### src/assert_macros.svh
`ifndef ASSERT_MACROS_SVH
`define ASSERT_MACROS_SVH

// condition holds at every clock edge outside reset
`define LSD_ASSERT(lbl, cond, msg) \
  lbl: assert property (@(posedge clk) disable iff (!rst_n) (cond)) else $error(msg);

// consequent holds in the cycle after the antecedent
`define LSD_ASSERT_NEXT(lbl, ante, cons, msg) \
  lbl: assert property (@(posedge clk) disable iff (!rst_n) (ante) |=> (cons)) else $error(msg);

`endif

### src/lsd_pkg.sv
`default_nettype none

package lsd_pkg;

  localparam int ANGLE_FRAC_BITS_DEF = 16;
  localparam int ANGLE_SCALE_BITS    = 48;
  localparam int ANGLE_W             = 20;
  localparam int MAG_W               = 15;
  localparam int DIST_W              = 16;
  localparam int MULT_LO_W           = 20;
  localparam int MULT_HI_W           = 17;
  localparam int PLO_W               = MAG_W + MULT_LO_W;
  localparam int PHI_W               = MAG_W + MULT_HI_W;

  // pi/45 scaled by 2^40, applied to the angle in 1/64 degree
  localparam logic [MULT_LO_W+MULT_HI_W-1:0] ANGLE_MULT = 37'd76760392275;
  localparam logic [MULT_LO_W-1:0] ANGLE_MULT_LO = ANGLE_MULT[MULT_LO_W-1:0];
  localparam logic [MULT_HI_W-1:0] ANGLE_MULT_HI =
    ANGLE_MULT[MULT_LO_W+MULT_HI_W-1:MULT_LO_W];

  // 90 degrees in 1/64 degree
  localparam logic [16:0] ANGLE_ZERO_D = 17'd5760;

  localparam int HDR_LEN = 7;
  localparam logic [2:0] HDR_LAST = 3'(HDR_LEN - 1);

  localparam logic [2:0] IDX_FLAGS   = 3'd0;
  localparam logic [2:0] IDX_ANG_LO  = 3'd1;
  localparam logic [2:0] IDX_ANG_HI  = 3'd2;
  localparam logic [2:0] IDX_DIST_LO = 3'd3;
  localparam logic [2:0] IDX_DIST_HI = 3'd4;

  typedef enum logic {
    MODE_HUNT,
    MODE_SCAN
  } lsd_mode_t;

  typedef struct packed {
    logic [7:0]                flags_quality;
    logic signed [ANGLE_W-1:0] angle;
    logic [DIST_W-1:0]         distance;
    logic                      circle_start;
  } lsd_res_t;

  function automatic logic [7:0] hdr_byte(input logic [2:0] pos);
    logic [7:0] b;
    case (pos)
      3'd0: b = 8'hA5;
      3'd1: b = 8'h5A;
      3'd2: b = 8'h05;
      3'd3: b = 8'h00;
      3'd4: b = 8'h00;
      3'd5: b = 8'h40;
      3'd6: b = 8'h82;
      default: b = 8'h00;
    endcase
    return b;
  endfunction

endpackage

`default_nettype wire

### src/lidar_scan_stream_decoder_top.sv
// Scan stream decoder for a laser range scanner.
// Input channel: one received byte per request on in_rx_byte, handed over
// with in_valid while in_stall is low. The block first hunts for the 7-byte
// scan-start descriptor, then gathers 5-byte samples for good.
// Output channel: one request per kept sample (flags/quality byte, angle in
// radians as signed fixed point, distance in quarter millimetres and a
// circle-start flag), handed over with out_valid while out_stall is low.
// Samples with both low flag bits clear give no request.
// Throughput: one byte per cycle unless stalled. The request shows on
// the output register in the cycle after the fifth sample byte is taken;
// the angle multiply, in two register stages, overlaps the distance bytes.
// Reset (rst_n low, synchronous) returns the block to descriptor hunting
// and empties the output register.
// Stall: the output register holds its request while out_stall is high;
// bytes keep flowing in, and only a sample's last byte is held off (in_stall)
// while the output register is full and stalled.
`default_nettype none
`include "assert_macros.svh"

module lidar_scan_stream_decoder_top #(
  parameter int ANGLE_FRAC_BITS = lsd_pkg::ANGLE_FRAC_BITS_DEF
) (
  input  logic                               clk,
  input  logic                               rst_n,
  input  logic                               in_valid,
  output logic                               in_stall,
  input  logic [7:0]                         in_rx_byte,
  output logic                               out_valid,
  input  logic                               out_stall,
  output logic [7:0]                         out_flags_quality,
  output logic signed [lsd_pkg::ANGLE_W-1:0] out_angle_rad_q16,
  output logic [lsd_pkg::DIST_W-1:0]         out_distance_qmm,
  output logic                               out_circle_start
);
  import lsd_pkg::*;

  logic               take;
  logic               samp_take;
  logic               scan_active;
  logic [2:0]         idx_r, idx_nxt;
  logic [7:0]         fq_r;
  logic [7:0]         b1_r;
  logic [7:0]         dist_lo_r;
  logic [MAG_W-1:0]   mag_r;
  logic               neg_r;
  logic [MAG_W-1:0]   raw15;
  logic [16:0]        d_w;
  logic [ANGLE_W-1:0] angle_w;
  logic               res_valid;
  lsd_res_t           res;

  assign in_stall  = out_valid && out_stall && scan_active && (idx_r == IDX_DIST_HI);
  assign take      = in_valid && !in_stall;
  assign samp_take = take && scan_active;

  lsd_hunt u_hunt (
    .clk         (clk),
    .rst_n       (rst_n),
    .take        (take),
    .rx_byte     (in_rx_byte),
    .scan_active (scan_active)
  );

  always_comb begin
    idx_nxt = idx_r;
    if (samp_take) begin
      idx_nxt = (idx_r == IDX_DIST_HI) ? IDX_FLAGS : idx_r + 3'd1;
    end
  end

  always_ff @(posedge clk) begin
    if (!rst_n) begin
      idx_r <= IDX_FLAGS;
    end else begin
      idx_r <= idx_nxt;
    end
  end

  assign raw15 = {in_rx_byte, b1_r[7:1]};
  assign d_w   = ANGLE_ZERO_D - {2'b00, raw15};

  always_ff @(posedge clk) begin
    if (samp_take) begin
      case (idx_r)
        IDX_FLAGS:   fq_r <= in_rx_byte;
        IDX_ANG_LO:  b1_r <= in_rx_byte;
        IDX_ANG_HI: begin
          neg_r <= d_w[16];
          mag_r <= d_w[16] ? MAG_W'(17'd0 - d_w) : d_w[MAG_W-1:0];
        end
        IDX_DIST_LO: dist_lo_r <= in_rx_byte;
        default: ;
      endcase
    end
  end

  lsd_angle #(
    .ANGLE_FRAC_BITS (ANGLE_FRAC_BITS)
  ) u_angle (
    .clk   (clk),
    .mag   (mag_r),
    .neg   (neg_r),
    .angle (angle_w)
  );

  always_comb begin
    res_valid          = samp_take && (idx_r == IDX_DIST_HI) && (fq_r[1] || fq_r[0]);
    res.flags_quality  = fq_r;
    res.angle          = angle_w;
    res.distance       = {in_rx_byte, dist_lo_r};
    res.circle_start   = !fq_r[1] && fq_r[0];
  end

  lsd_outreg u_out (
    .clk               (clk),
    .rst_n             (rst_n),
    .res_valid         (res_valid),
    .res               (res),
    .out_valid         (out_valid),
    .out_stall         (out_stall),
    .out_flags_quality (out_flags_quality),
    .out_angle_rad_q16 (out_angle_rad_q16),
    .out_distance_qmm  (out_distance_qmm),
    .out_circle_start  (out_circle_start)
  );

  `LSD_ASSERT(a_no_overrun, !(res_valid && out_valid && out_stall), "request lost on a stalled output register")
  `LSD_ASSERT(a_idx_range, idx_r <= IDX_DIST_HI, "sample byte index out of range")

endmodule

`default_nettype wire

### src/lsd_hunt.sv
`default_nettype none
`include "assert_macros.svh"

module lsd_hunt (
  input  logic       clk,
  input  logic       rst_n,
  input  logic       take,
  input  logic [7:0] rx_byte,
  output logic       scan_active
);
  import lsd_pkg::*;

  lsd_mode_t  state_r, state_nxt;
  logic [2:0] pos_r, pos_nxt;

  always_comb begin
    state_nxt = state_r;
    pos_nxt   = pos_r;
    case (state_r)
      MODE_HUNT: begin
        if (take) begin
          if (rx_byte == hdr_byte(pos_r)) begin
            if (pos_r == HDR_LAST) begin
              state_nxt = MODE_SCAN;
              pos_nxt   = 3'd0;
            end else begin
              pos_nxt = pos_r + 3'd1;
            end
          end else begin
            pos_nxt = 3'd0;
          end
        end
      end
      MODE_SCAN: begin
        pos_nxt = 3'd0;
      end
      default: begin
        state_nxt = MODE_HUNT;
        pos_nxt   = 3'd0;
      end
    endcase
  end

  always_comb begin
    case (state_r)
      MODE_SCAN: scan_active = 1'b1;
      default:   scan_active = 1'b0;
    endcase
  end

  always_ff @(posedge clk) begin
    if (!rst_n) begin
      state_r <= MODE_HUNT;
      pos_r   <= 3'd0;
    end else begin
      state_r <= state_nxt;
      pos_r   <= pos_nxt;
    end
  end

  `LSD_ASSERT(a_pos_range, (pos_r <= HDR_LAST) && (state_r == MODE_HUNT || pos_r == 3'd0), "descriptor position out of range")
  `LSD_ASSERT_NEXT(a_scan_sticky, state_r == MODE_SCAN, state_r == MODE_SCAN, "scan mode left without reset")

endmodule

`default_nettype wire

### src/lsd_angle.sv
`default_nettype none

module lsd_angle #(
  parameter int ANGLE_FRAC_BITS = lsd_pkg::ANGLE_FRAC_BITS_DEF
) (
  input  logic                              clk,
  input  logic [lsd_pkg::MAG_W-1:0]         mag,
  input  logic                              neg,
  output logic signed [lsd_pkg::ANGLE_W-1:0] angle
);
  import lsd_pkg::*;

  localparam int SHIFT  = ANGLE_SCALE_BITS - ANGLE_FRAC_BITS;
  localparam int PROD_W = PHI_W + MULT_LO_W + 1;

  logic [PLO_W-1:0]  p_lo_r;
  logic [PHI_W-1:0]  p_hi_r;
  logic              neg_r;
  logic [PROD_W-1:0] sum;
  logic [PROD_W-1:0] shifted;
  logic [ANGLE_W-1:0] mag_q;

  always_ff @(posedge clk) begin
    p_lo_r <= PLO_W'(mag) * PLO_W'(ANGLE_MULT_LO);
    p_hi_r <= PHI_W'(mag) * PHI_W'(ANGLE_MULT_HI);
    neg_r  <= neg;
  end

  always_comb begin
    sum     = PROD_W'({p_hi_r, MULT_LO_W'(0)}) + PROD_W'(p_lo_r)
            + (PROD_W'(1) << (SHIFT - 1));
    shifted = sum >> SHIFT;
    mag_q   = shifted[ANGLE_W-1:0];
    angle   = neg_r ? $signed(ANGLE_W'(0) - mag_q) : $signed(mag_q);
  end

endmodule

`default_nettype wire

### src/lsd_outreg.sv
`default_nettype none

module lsd_outreg (
  input  logic                                clk,
  input  logic                                rst_n,
  input  logic                                res_valid,
  input  lsd_pkg::lsd_res_t                   res,
  output logic                                out_valid,
  input  logic                                out_stall,
  output logic [7:0]                          out_flags_quality,
  output logic signed [lsd_pkg::ANGLE_W-1:0]  out_angle_rad_q16,
  output logic [lsd_pkg::DIST_W-1:0]          out_distance_qmm,
  output logic                                out_circle_start
);
  import lsd_pkg::*;

  logic     valid_r, valid_nxt;
  lsd_res_t res_r;
  logic     load;

  assign load = res_valid && (!valid_r || !out_stall);

  always_comb begin
    if (load) begin
      valid_nxt = 1'b1;
    end else if (!out_stall) begin
      valid_nxt = 1'b0;
    end else begin
      valid_nxt = valid_r;
    end
  end

  always_ff @(posedge clk) begin
    if (!rst_n) begin
      valid_r <= 1'b0;
    end else begin
      valid_r <= valid_nxt;
    end
  end

  always_ff @(posedge clk) begin
    if (load) begin
      res_r <= res;
    end
  end

  assign out_valid         = valid_r;
  assign out_flags_quality = res_r.flags_quality;
  assign out_angle_rad_q16 = res_r.angle;
  assign out_distance_qmm  = res_r.distance;
  assign out_circle_start  = res_r.circle_start;

endmodule

`default_nettype wire
### config.mk
export PLATFORM = sky130hd
export DESIGN_NAME = lidar_scan_stream_decoder_top
export DESIGN_NICKNAME = d
export VERILOG_FILES = /design/src/lsd_pkg.sv /design/src/lidar_scan_stream_decoder_top.sv /design/src/lsd_hunt.sv /design/src/lsd_angle.sv /design/src/lsd_outreg.sv
export VERILOG_INCLUDE_DIRS = /design/src /design/src/src
export SDC_FILE = /design/constraint.sdc
export NUM_CORES = 1
export LEC_CHECK = 0
export ABC_AREA = 1
export BUFFER_PORTS_ARGS = -buffer_cell sky130_fd_sc_hd__buf_4
export CAP_MARGIN = 10
export CORE_ASPECT_RATIO = 0.6
export CORE_MARGIN = 2
export CORE_UTILIZATION = 42
export DETAILED_ROUTE_END_ITERATION = 10
export SYNTH_ARGS = -nofsm -noshare
export SYNTH_HDL_FRONTEND = slang
export SYNTH_SLANG_ARGS = --single-unit
### constraint.sdc
create_clock -name clk -period 7.61 [get_ports clk]
set_input_delay 1.522 -clock clk [delete_from_list [all_inputs] [get_ports clk]]
set_output_delay 1.522 -clock clk [all_outputs]
set_load 0.05 [all_outputs]
After elaboration in Yosys (flattened, before gate mapping)
Cells that the tools add are included.
{"block": "totals", "out_inout_bits": 47, "wordCells": 75, "input_bits": 12, "regBits": 158}
{"block": "op_classes", "mux": 17, "eq_ne": 11, "bitwise_logic": 1, "n_addsub": 7, "reduce_logical": 21, "n_mul": 2}
{"operator": "$add A52 B32 Y52 const B", "n": 1}
{"operator": "$add A52 B34 Y52", "n": 1}
{"operator": "$pmux W8 S5", "n": 1}
{"operator": "$mul A15 B19 Y34 const B", "n": 1}
{"operator": "$mul A15 B15 Y30 const B", "n": 1}
{"operator": "$mux W20", "n": 1}
{"operator": "$sub A1 B20 Y20 const A", "n": 1}
{"operator": "$mux W8", "n": 2}
{"operator": "$sub A13 B15 Y16 const A", "n": 1}
{"operator": "$mux W15", "n": 1}
{"operator": "$sub A1 B15 Y15 const A", "n": 1}
{"operator": "$mux W3", "n": 4}
{"operator": "$eq A3 B2 Y1 const B", "n": 3}
{"operator": "$eq A3 B3 Y1 const B", "n": 3}
{"operator": "$logic_and A1 B1 Y1", "n": 9}
{"operator": "$eq A8 B8 Y1", "n": 1}
{"operator": "$reduce_and A2 Y1", "n": 4}
{"operator": "$mux W1", "n": 7}
{"operator": "$add A3 B1 Y3 const B", "n": 2}
{"operator": "$eq A3 B1 Y1 const B", "n": 2}
{"operator": "$logic_not A3 Y1", "n": 2}
{"operator": "$pmux W3 S2", "n": 1}
{"operator": "$logic_not A1 Y1", "n": 4}
{"operator": "$logic_or A1 B1 Y1", "n": 2}
{"operator": "3 further kinds", "n": 3}

Logic depth before layout (Yosys ltp)
{"block": "depth", "ltp_word": 11, "ltp_mapped": 23, "ltp_nobuf": 23}

Modules after synthesis
A second synthesis with hierarchy kept.
{"block": "hier_totals", "cells_unflattened": 1939, "hier_area_um2": 16375.7}
{"mod": "lsd_angle", "n_inst": 1, "cells_per_inst": 1546, "area_per_inst_um2": 12187.9, "seq_area_each_um2": 860.8}
{"mod": "lidar_scan_stream_decoder_top", "n_inst": 1, "cells_per_inst": 271, "area_per_inst_um2": 2348.5, "seq_area_each_um2": 1231.2}
{"mod": "lsd_outreg", "n_inst": 1, "cells_per_inst": 51, "area_per_inst_um2": 1396.3, "seq_area_each_um2": 1371.3}
{"mod": "lsd_hunt", "n_inst": 1, "cells_per_inst": 71, "area_per_inst_um2": 442.9, "seq_area_each_um2": 80.1}

Least setup slack after synthesis
Ideal clock, no wire load.
{"block": "synth_path", "path_type": "input-to-reg", "start": "in out_stall", "end": "reg u_out.res_r, in the netlist u_out.out_angle_rad_q16[0] (enable)", "n_path_buf": 0, "setup_ps": 505, "t_arrival_ps": 5172, "required_ps": 7105, "stages": 5, "path_slack_ps": 1933, "cell_sequence": "nand2_1 > nor2_1 > nor2_1 > inv_1 > nor3_1"}
{"block": "synth_via", "elab_chain_cells": 9, "elab_cells_between_ends": 11, "cone_classes": "11 x reduce/logical"}
{"element": "start, declared", "line_no": "lidar_scan_stream_decoder_top.sv:29", "rtl": "input logic out_stall,"}
{"element": "$logic_and A1 B1 Y1 (3 in series)", "line_no": "lidar_scan_stream_decoder_top.sv:52", "rtl": "assign in_stall = out_valid && out_stall && scan_active && (idx_r == IDX_DIST_HI);"}
{"element": "net in_stall", "line_no": "lidar_scan_stream_decoder_top.sv:26", "rtl": "output logic in_stall,"}
{"element": "$logic_not A1 Y1", "line_no": "lidar_scan_stream_decoder_top.sv:53", "rtl": "assign take = in_valid && !in_stall;"}
{"element": "$logic_and A1 B1 Y1", "line_no": "lidar_scan_stream_decoder_top.sv:53"}
{"element": "$logic_and A1 B1 Y1", "line_no": "lidar_scan_stream_decoder_top.sv:54", "rtl": "assign samp_take = take && scan_active;"}
{"element": "$logic_and A1 B1 Y1 (2 in series)", "line_no": "lidar_scan_stream_decoder_top.sv:107", "rtl": "res_valid = samp_take && (idx_r == IDX_DIST_HI) && (fq_r[1] || fq_r[0]);"}
{"element": "$logic_and A1 B1 Y1", "line_no": "lsd_outreg.sv:21", "rtl": "assign load = res_valid && (!valid_r || !out_stall);"}
{"element": "net u_out.load", "line_no": "lsd_outreg.sv:19", "rtl": "logic load;"}
{"element": "end signal, assigned", "line_no": "lsd_outreg.sv:43", "rtl": "res_r <= res;"}
{"element": "end, declared", "line_no": "lsd_outreg.sv:18", "rtl": "lsd_res_t res_r;"}
The timed path passes the listed nets, and every way through them passes these cells.
A chain may end at the register's enable or synchronous reset.

Worst setup path after layout
{"block": "layout_path", "start": "reg mag_r[4]", "end": "reg u_angle.p_hi_r[21]"}
{"block": "layout_via", "elab_chain_cells": 1}
{"element": "start, declared", "line_no": "lidar_scan_stream_decoder_top.sv:44", "rtl": "logic [MAG_W-1:0] mag_r;"}
{"element": "start signal, assigned", "line_no": "lidar_scan_stream_decoder_top.sv:89", "rtl": "mag_r <= d_w[16] ? MAG_W'(17'd0 - d_w) : d_w[MAG_W-1:0];"}
{"element": "$mul A15 B15 Y30", "line_no": "lsd_angle.sv:25", "rtl": "p_hi_r <= PHI_W'(mag) * PHI_W'(ANGLE_MULT_HI);"}
{"element": "end signal, assigned", "line_no": "lsd_angle.sv:25"}
{"element": "end, declared", "line_no": "lsd_angle.sv:17", "rtl": "logic [PHI_W-1:0] p_hi_r;"}
Every way passes these cells.

==> impl_summary.txt <==
----------------------------------------------------
[Drt]
  Detailed Route Iter0 Violations ... 1056
  First-pass detailed-route iteration total ... 5
  Routed length per placed instance ... 17.35 um
  Ratio of routed vias to standard cells ... 5.024
  DRC ... 0
  Post-route ant nets ... 0
  Routed wire length ... 42.76 mm
  Via count of the routed design ... 12380

[Logic synthesis]
  Post-synthesis cell type count ... 45
  Post-synth EDFFs ... 84
  Share of the yosys chip area belonging to registers ... 22.09%
  Count of mapped cells out of synthesis ... 1860
  Mean instance size in the synthesized netlist ... 8.623 um^2
  Post-synth net total ... 2304
  Flip-flop cell with the highest count after synthesis ... edfxtp_1
  Asr flop ratio synth ... 0%
  Seq cells post-synth ... 135
  Warnings from Yosys ... 0
  Post-synthesis cell area ... 0.01604 mm^2

[Worst setup path]
  Cell at the slowest stage of the critical path ... edfxtp_1
  Maximum fanout along the worst path ... 10
  Critical path startpoint category ... flip-flop
  Largest delay share family, worst path ... adder cells
  Critical path cell sequence ... inv_1 -> fa_1 -> fa_1 -> inv_1 -> fa_1 -> inv_1 -> fa_1 -> inv_1 -> fa_1 -> inv_1 -> fa_1 -> inv_1 -> ha_1 -> a21oi_1 -> nand2_1 -> nand2_1 -> nand2_1 -> a31oi_1 -> o21ai_0 -> nand3_1 -> nand2_1 -> xor2_1
  Number of buffers and inverters on the critical path ... 6
  Worst Path Arrival ... 6.34 ns
  Setup slack of the most critical reg-to-reg path ... 1.58 ns
  Data required time at the worst endpoint ... 7.91 ns
  Critical path's largest stage delay ... 0.79 ns
  Crit Path Class ... flip-flop to flip-flop
  Nature of the critical path endpoint ... flip-flop

[Floorplanning]
  Top-level port count ... 59
  Vertical extent of the die ... 155.4 um
  Core region area ... 0.03764 mm^2
  Width of the die ... 256.3 um
  Row cnt ... 55
  Total Die Area ... 0.03982 mm^2
  Initial core utilization ... 42.61%

[Timing]
  Number of hold violations in the final report ... 0
  Worst-case clock skew ... 0.01158 ns
  Fmax ... 0.1657 GHz
  Minimum setup slack in the final design ... 1.576 ns
  Final cycle utilization of the critical path ... 79.29%
  Hold Slack ... 0.3390 ns
  Number of endpoints failing setup at the final stage ... 0
  Min cycle time layout ... 6.034 ns
  Slew at the pin closest to its max-slew limit ... 0.9041 ns
  Setup tns final ... 0 ns
  Final max-slew violation count ... 0
  Worst max-slew margin expressed relative to the limit ... 39.73%
  Unrepaired setup endpoints after global routing ... no

[Clock network]
  Cell chosen for the clock root ... clkbuf_16
  Number of buffers inserted by hold repair at cts ... 0
  Inserted Clock Buffers ... 17
  Setup Buffers After CTS ... 0
  Post-cts gate resize count ... 0
  CTS tree ... built
  Clk sinks ... 135
  Clk slew on worst S/H paths ... 0.06 ns
  Latest clock arrival within the worst-skew pair ... 0.43 ns
  Maximum root-to-sink buffer count ... 2
  H-Tree Level Count ... 4

[Placed design]
  Minimum setup slack after placement ... 1.604 ns
  Detailed placer's ending HPWL ... 36.91 mm
  Final RePlAce weighted congestion ... 1.042
  Quantity of I/O buffers inserted on ports ... 58
  Instance count after placement with tap cells included ... 2433

[Final layout]
  Share of cells above drive strength 1 ... 7.838%
  Non-filler cells, final ... 2465
  Area occupied by multi-input gates ... 0.01079 mm^2
  Final net count ... 2383
  Fill cell total of the finished layout ... 3660
  Relative area change from synthesis to final layout ... 10.29%
  Area of all sequential standard cells ... 0.003543 mm^2
  Diode count ... 0

[Global route]
  Maximum number of pins on one net before global-route repair ... 47
  Global-route usage over all layers ... 22.25%
  Vias in the first global route ... 12000
  Wire length of the first global-routing pass ... 67.39 mm
  Number of antenna violations at the first check in global routing ... 0
  Total overflow reported by the global router ... 0

[Worst hold path]
  Classification of the worst-slack hold path ... flip-flop to flip-flop

[Job]
  Max Cap Violations ... 0

[Power and ir drop]
  Cell leakage power ... 0.009248 uW
  IR Drop Worst-Case VDD ... 0.1411 mV
  Ratio of total power to cell area ... 90.85 mW/mm^2

[Run status]
  Result of the run ... completed

----------------------------------------------------
-- kinds of logic (layout without fill, tap and decap cells) --
kind of cell / Yosys count / after routing / share of synthesized area, %
compound gates: 166 / 166 / 5.671
xor+xnor: 62 / 62 / 3.386
fa+ha+maj: 432 / 432 / 41.38
buf+inv: 453 / 545 / 10.68
flops: 135 / 135 / 22.09
simple gates: 612 / 612 / 16.80
-- metrics by stage --
| stage | power, uW | instance area (um^2) | util [%] |
|---|---|---|---|
| 2_1_floorplan | 816.3 | 16040 | - |
| 3_3_place_gp | 832.1 | 17140 | 45.53 |
| 3_5_place_dp | 832.3 | 17140 | 45.53 |
| 4_1_cts | 1624 | 17690 | 46.99 |
| 5_1_grt | 1657 | 17690 | 46.99 |
| 6_report | 1607 | 17690 | 46.99 |
-- Yosys cell counts (4+ instances only) --
cell type,number,share of area (%)
xnor2_1,21,1.1
xor2_1,41,2.2
inv_2,7,0.16
ha_1,268,21
fa_1,164,20
nor4_1,7,0.27
inv_1,441,10
nor2_2,9,0.35
nand4_1,25,0.98
nand3_2,4,0.25
nand2_1,341,8.0
dfxtp_1,51,6.4
o21ai_0,49,1.5
nor3_1,14,0.44
edfxtp_1,84,16
o21bai_1,6,0.28
a31oi_1,9,0.35
nor2_1,90,2.1
a21oi_1,83,2.6
nand3b_1,8,0.37
nand3_1,80,2.5
nand2_2,22,0.86
o21ai_2,4,0.22
-- layout make-up --
cell class	instances	area share, %
clock buffer	19	2.504
clock inverter	13	0.6083
inverter	449	9.528
multi-input combinational	1272	60.98
sequential	135	20.03
tap	513	3.629
timing repair buffer	64	2.716
-- path summary, 6_finish.rpt --
| kind | end | start | depth (start not counted) |
|---|---|---|---|
| worst min-delay path | u_angle.neg_r$_DFF_P_ | neg_r$_DFFE_PP_ | 0 |
| worst max register to register | u_angle.p_hi_r[21]$_DFF_P_ | mag_r[4]$_DFFE_PP_ | 22 |
| worst min register to register | u_angle.neg_r$_DFF_P_ | neg_r$_DFFE_PP_ | 0 |
| worst max-delay path | u_angle.p_hi_r[21]$_DFF_P_ | mag_r[4]$_DFFE_PP_ | 22 |
-- cell usage in the layout, fill, tap and decap left out, types with 22 or more instances in the layout --
cell,synthesis,layout
inv_1,441,441
nand2_1,341,341
ha_1,268,268
fa_1,164,164
nor2_1,90,90
edfxtp_1,84,84
a21oi_1,83,83
nand3_1,80,80
buf_4,1,64
dfxtp_1,51,51
o21ai_0,49,49
xor2_1,41,41
nand4_1,25,25
nand2_2,22,22
-- where the power goes --
part	leakage (uW)	switching [uW]	internal, uW
registers	0.00118	0.0215	773
clock network	0.000268	356	435
logic	0.00780	29.3	14.6
-- metal layers --
| layer | vias to the layer above | track usage [%] | routed length, um |
|---|---|---|---|
| met4 | 2 | 3.091 | 164 |
| met1 | 5903 | 35.00 | 22100 |
| met5 | - | 2.295 | 126 |
| met2 | 421 | 28.57 | 15780 |
| met3 | 15 | 8.146 | 4592 |
| li1 | 6043 | - | - |
-- flip-flops by register name, indices dropped and copies added, names as in the netlist --
name / count
b1_r: 7
u_out.out_angle_rad_q16: 20
u_out.out_valid: 1
u_angle.neg_r: 1
u_hunt.state_r: 1
u_angle.p_hi_r: 29
u_hunt.pos_r: 3
idx_r: 3
mag_r: 15
u_angle.p_lo_r: 13
u_out.out_distance_qmm: 16
neg_r: 1
dist_lo_r: 8
u_out.out_circle_start: 1
u_out.out_flags_quality: 8
fq_r: 8
No activity file was read; power rests on OpenSTA's default activity.
